[src/hw/rtl/udr_pkg.sv]
`default_nettype none

package udr_pkg;

	localparam int unsigned DividendWidth = 64;
	localparam int unsigned DivisorWidth  = 32;

	// One pipeline stage settles one quotient bit.
	localparam int unsigned NumStages = DividendWidth;

	// The working word of one item as it travels down the array.
	// acc starts as the dividend; each step shifts one dividend bit out at the top
	// and one quotient bit in at the bottom, so after the last step it holds the quotient.
	typedef struct packed {
		logic [DividendWidth-1:0] acc;
		logic [DivisorWidth-1:0]  rem;
		logic [DivisorWidth-1:0]  divisor;
	} udr_data_t;

	// One restoring division step. A zero divisor needs no special case here:
	// every step then subtracts nothing and sets its quotient bit, so the quotient
	// comes out as all ones and the remainder as the last 32 dividend bits shifted in.
	function automatic udr_data_t udr_step(input udr_data_t cur);
		logic [DivisorWidth:0] trial;
		logic [DivisorWidth:0] diff;
		logic                  fits;
		udr_data_t             nxt;
		trial = {cur.rem, cur.acc[DividendWidth-1]};
		diff  = trial - {1'b0, cur.divisor};
		fits  = (trial >= {1'b0, cur.divisor});
		nxt.acc     = {cur.acc[DividendWidth-2:0], fits};
		nxt.rem     = fits ? diff[DivisorWidth-1:0] : trial[DivisorWidth-1:0];
		nxt.divisor = cur.divisor;
		return nxt;
	endfunction

endpackage

`default_nettype wire

[src/hw/rtl/udr_stage.sv]
`default_nettype none

// One row of the divider array: a single restoring step followed by its register.
module udr_stage (
	input  wire logic              clk,
	input  wire logic              arst_n,
	input  wire logic              en,
	input  wire logic              valid_in,
	input  wire udr_pkg::udr_data_t data_in,
	output logic                   valid_s1,
	output udr_pkg::udr_data_t     data_s1
);

	always_ff @(posedge clk or negedge arst_n) begin
		if (!arst_n) begin
			valid_s1 <= 1'b0;
		end else if (en) begin
			valid_s1 <= valid_in;
		end
	end

	always_ff @(posedge clk) begin
		if (en) begin
			data_s1 <= udr_pkg::udr_step(data_in);
		end
	end

endmodule

`default_nettype wire

[config.mk]
export PLATFORM = sky130hd
export DESIGN_NAME = udr_stage
export DESIGN_NICKNAME = d
export VERILOG_FILES = /design/src/hw/rtl/udr_pkg.sv /design/src/hw/rtl/udr_stage.sv
export SDC_FILE = /design/constraint.sdc
export NUM_CORES = 1
export LEC_CHECK = 0
export ABC_AREA = 1
export ABC_CLOCK_PERIOD_IN_PS = 840
export BUFFER_PORTS_ARGS = -buffer_cell sky130_fd_sc_hd__buf_4
export CORE_ASPECT_RATIO = 0.75
export CORE_UTILIZATION = 50
export CTS_CLUSTER_DIAMETER = 150
export DETAILED_ROUTE_END_ITERATION = 8
export GPL_ROUTABILITY_DRIVEN = 0
export GPL_TIMING_DRIVEN = 0
export PLACE_DENSITY_LB_ADDON = 0.25
export SYNTH_ARGS = -nofsm -noshare
export SYNTH_HDL_FRONTEND = slang
export SYNTH_SLANG_ARGS = --single-unit
[constraint.sdc]
create_clock -name clk -period 0.84 [get_ports clk]
set_input_delay 0.126 -clock clk [delete_from_list [all_inputs] [get_ports clk]]
set_output_delay 0.126 -clock clk [all_outputs]
set_load 0.01 [all_outputs]
Word level (Yosys, flattened, before mapping) --
Cells that the tools add are included.
Operators by class: add/sub/neg operators 1, $lt $le $gt $ge 1, multiplexer cells 1
Operator list (count):
- $ge 33x32->1 | 1
- $mux 32 | 1
- $sub 32x32->32 | 1
Word-level totals: bits in registers 129, bits of input ports 132, output and inout port bits 129, word-level logic and storage cells 7

Depth between registers and ports, before layout --
depth in word-level cells 2, depth in mapped cells 16

Worst setup path after synthesis --
OpenSTA, ideal clock, no wires.
path type input to register, start input port data_in[127] (netlist name), end register data_s1[48] (netlist name) (data pin), library setup time 252 ps, arrival 1471 ps, setup slack -884 ps, stages 13, cells stage by stage inv_1 > ha_1 > fa_1 > inv_1 > nand3_1 > nand3_1 > nand2_1 > nand3_1 > nand3_1 > nand2_1 > nand2_1 > nand3_2 > nand2_1
Between the ends: word-level cells in the longest chain between the ends 2, elaborated cells between the ends (all ways) 3
RTL lines:
- from (decl) | line udr_stage.sv:9 | input wire udr_pkg::udr_data_t data_in,
- $sub 32x32->32 or $ge 33x32->1 (tied branches) | line udr_pkg.sv:29, udr_pkg.sv:30
- $mux 32 (*) | line udr_pkg.sv:32 | nxt.rem = fits ? diff[DivisorWidth-1:0] : trial[DivisorWidth-1:0];
- to (signal assigned) | line udr_stage.sv:24 | data_s1 <= udr_pkg::udr_step(data_in);
- to (decl) | line udr_stage.sv:11 | output udr_pkg::udr_data_t data_s1
Every way passes the cells marked *; elsewhere a longest branch is shown, timed or not. A chain may end at the register's enable or synchronous reset.

Worst setup path in the final report --
start input port data_in[10] (netlist name), end register data_s1[59] (netlist name) (data pin)
Same word-level chain as after synthesis.

==> impl_summary.md <==
STA
For this run, the top clock speed supported by timing is 529 MHz. The final count of pins violating max slew is 0. Setup slack on the critical path of the routed design comes to -1.05 ns. The setup clock skew after layout is 0 ns.

The portion of the clock cycle consumed by the worst path in the final layout is 225%. The total count of hold-check failures in the final report is 0. The minimum clock period is 1.89 ns.

For the pin with the worst max-slew slack, the measured transition is 0.626 ns. Setup repair after global routing could not meet its margin everywhere. The final number of setup-violating endpoints is roughly 160. The summed negative setup slack over all endpoints is -61.32 ns.

In this run the tightest slew margin relative to its limit is about three fifths.

Die
For this configuration, the core starts out at a cell density of 51.2%. The floorplan has 37 rows. 261 I/O pins were placed. The die covers 14600 sq um.

The core region is 13700 sq um. The die is 139 um wide. The die is 105 um tall.

Clock tree
Clock-pin slew was measured on the worst setup and hold paths at around 0.070 ns. The CTS root buffer is clkbuf_16. The H-tree was split into 4 levels. The longest clock path from root to sink contains 2 buffers.

For this design, the sink count on the clock tree is around 130. For the worst-skew pair, the clock arrives at the later sink with an insertion delay of 0.44 ns. Buffers inserted during clock tree synthesis total 17. The CTS tree is yes.

Power
The total leakage power is between 6 and 7 nW. The worst voltage drop across the vdd grid is 1.60 mV. Dividing total power by cell area gives a power density of 1780 nW/um^2.

GRT
The total track usage is a little over a third. The number of global-route vias before repair is 7102. Entering global routing, the biggest net connects 45 pins. The global route total overflow is 0. The first global-routing pass estimated between 30 and 40 mm of wire.

The number of antenna violations at the first check in global routing is 0.

Detailed routing
For this block, the via count after detailed routing is 8346. The post-detailed-route via-to-cell ratio is 6.07. In this run the remaining antenna-violating nets after routing total 0.

The residual DRC count is 20. In this run, the number of DRC markers left after iteration 0 of detailed routing was 1277. The first detailed-routing pass ran for 9 iterations. The post-detailed-routing wire length is roughly 34 mm.

The wire length per cell is 25.0 um.

Setup path
The critical path class is in2reg. The worst path arrival time is a little over 2 ns. In this run the critical register-to-register path is launched from valid_s1. In this run the worst setup path begins at data_in[10]. In this run the worst path has a maximum fanout of 4. The endpoint type of the worst setup path is a register. STA classifies the critical path startpoint as an input pin.

The critical path required time is 1.02 ns.

Synthesis
Counting every instance in the synthesized netlist gives 777. Synthesis instantiated 28 different standard cells from the library. Of all flip-flops after synthesis, the portion carrying an async set or reset was 0.775%. The number of enable-type register cells in the synthesized netlist is 128.

The cell area that synthesis handed to floorplanning was 7040 sq um. The net count of the mapped netlist is around 940. The total number of yosys warnings is 0. The flip-flop and latch count after synthesis is 129.

The leading register cell type out of synthesis is edfxtp_1. After synthesis, the mean cell area works out to 9.06 sq um. Summing the sequential cell areas from Yosys gives between 50% and 60% of the chip area.

Place
Summing all placed instances gives a cell area of between 9000 and 10000 sq um. Timing analysis after detailed placement gives a worst setup slack of -1.29 ns. The total of buffers placed on input and output ports is 260. Detailed placement finished with a half-perimeter wire length of 14.2 mm.

Status
The run finished, with violations left. The checks that failed: design-rule violations, negative setup slack.

Hold path
In this run the worst hold path is classified as in2reg. In this run the most critical hold path is launched from data_in[37].

Run
The max-cap violation count is 0.

Cells and area
The layout overhead on the synthesized area is 82.0%. For this run, the post-layout net count is around 1400. The number of antenna diodes in the final layout is 0.

The filler cell count is 393. The final non-filler cell area is 12800 sq um. The post-route netlist has 47.0% of its cells at a drive strength greater than 1.
power by group:
| group | switching (mW) | internal (mW) | total, mW | leakage [nW] |
|---|---|---|---|---|
| combinational | 3.81 | 3.37 | 7.18 | 4.48 |
| sequential | 0.371 | 7.85 | 8.23 | 1.26 |
| clock | 3.47 | 3.92 | 7.39 | 0.273 |
| total | 7.65 | 15.1 | 22.8 | 6.02 |
worst max-delay path, cell delays in order:
cell	delay (ns)
buf_4	0.10
inv_2	0.04
ha_4	0.30
nand2_1	0.14
inv_1	0.13
nand2_1	0.13
nor3_1	0.29
nand2_1	0.14
nand2_2	0.20
nand2_1	0.13
nand2_1	0.08
nand2_1	0.09
nand3_4	0.11
nand2_1	0.07
repair_timing:
item                                   4_1_cts  5_1_grt
setup endpoints to repair                  175      206
setup buffers                               21       10
endpoints found under the hold margin       97        0
gates cloned                                 2        2
hold buffers                                97        0
gates resized for setup                    187      189
pin swaps                                   22       43
layout make-up:
class,count,area [sq um],share of cell area (%)
Sequential cell,129,3870,30.2
Tap cell,175,219,1.71
Clock buffer,17,425,3.32
Multi-Input combinational cell,488,3640,28.4
Timing Repair Buffer,393,3820,29.8
Clock inverter,15,144,1.12
Buffer,9,119,0.927
Inverter,150,581,4.53
cells in the mapped netlist (3+ instances only):
| library cell | instances | area share (%) |
|---|---|---|
| nand2_1 | 274 | 15 |
| inv_1 | 150 | 8.0 |
| edfxtp_1 | 128 | 55 |
| nand3_1 | 56 | 4.0 |
| nor2_1 | 34 | 1.8 |
| ha_1 | 32 | 5.7 |
| a21oi_1 | 21 | 1.5 |
| xor2_1 | 13 | 1.6 |
| nand3_2 | 11 | 1.6 |
| nand3b_1 | 11 | 1.2 |
| and2_1 | 8 | 0.71 |
| buf_2 | 7 | 0.50 |
| nor3_1 | 6 | 0.43 |
| nand2_2 | 3 | 0.27 |
| nand4_1 | 3 | 0.27 |
| nor2_2 | 3 | 0.27 |
| nor3_2 | 3 | 0.43 |
routing by layer:
layer  routed length (um)  global-route usage, %  up-vias  share of wire (%)
li1                     -                      -     3318                  -
met1                11100                   41.6     3796                 32
met2                16100                   60.6      920                 47
met3                 4420                   7.70      312                 13
met4                 2790                   14.7        0                8.1
met5                    0                      0        -                  0
cell usage in the layout (no fill, tap or decap), types with 4 or more instances in the layout:
cell	count
nor3_1	4
nand3b_1	11
inv_4	5
nand3_4	10
nand3_2	18
nor2_2	9
clkbuf_16	19
nand3_1	39
nand2_1	184
a21oi_2	6
buf_6	138
inv_6	8
nand2_2	59
buf_4	156
nor3_4	4
dlygate4sd3_1	97
a21oi_1	14
nand2_4	35
xor2_1	11
ha_4	32
nor2_1	20
inv_1	110
edfxtp_1	128
and2_1	8
inv_2	34
nor2_4	9
logic make-up (layout without fill, tap and decap cells):
| logic type | Yosys count | in the layout | share of synthesized area [%] |
|---|---|---|---|
| DFF | 129 | 129 | 54.9 |
| AOI/OAI and AO/OA | 25 | 25 | 1.85 |
| and+or+nand+nor | 415 | 415 | 26.1 |
| buffers and inverters | 160 | 584 | 9.22 |
| adders and majority gates | 33 | 33 | 5.97 |
| xor gates and xnor gates | 14 | 14 | 1.74 |
| muxes | 1 | 1 | 0.160 |
stage by stage:
step	utilization [%]	power [mW]	instances	hold slack (ns)
3_5_place_dp	69.6	12.5	1213	-0.0932
4_1_cts	87.4	20.8	1365	0.0246
5_1_grt	93.2	23.2	1376	0.0374
2_1_floorplan	-	10.4	777	-0.170
3_3_place_gp	69.4	12.4	1212	-0.0981
6_report	93.2	22.8	1376	0.0245
final timing paths:
kind                                to  slack [ns]  cells past startpoint
max                        data_s1[59]       -1.05                     14
min                        data_s1[38]        0.02                      3
max reg2reg                   valid_s1        0.06                      1
min reg2reg                   valid_s1        0.56                      1
max in group asynchronous     valid_s1        0.68                      2
min in group asynchronous     valid_s1        0.08                      2
flip-flops by register name (all words and copies together) (netlist names):
signal / cells
data_s1: 128
valid_s1: 1
No activity file was read; power rests on OpenSTA's default activity.
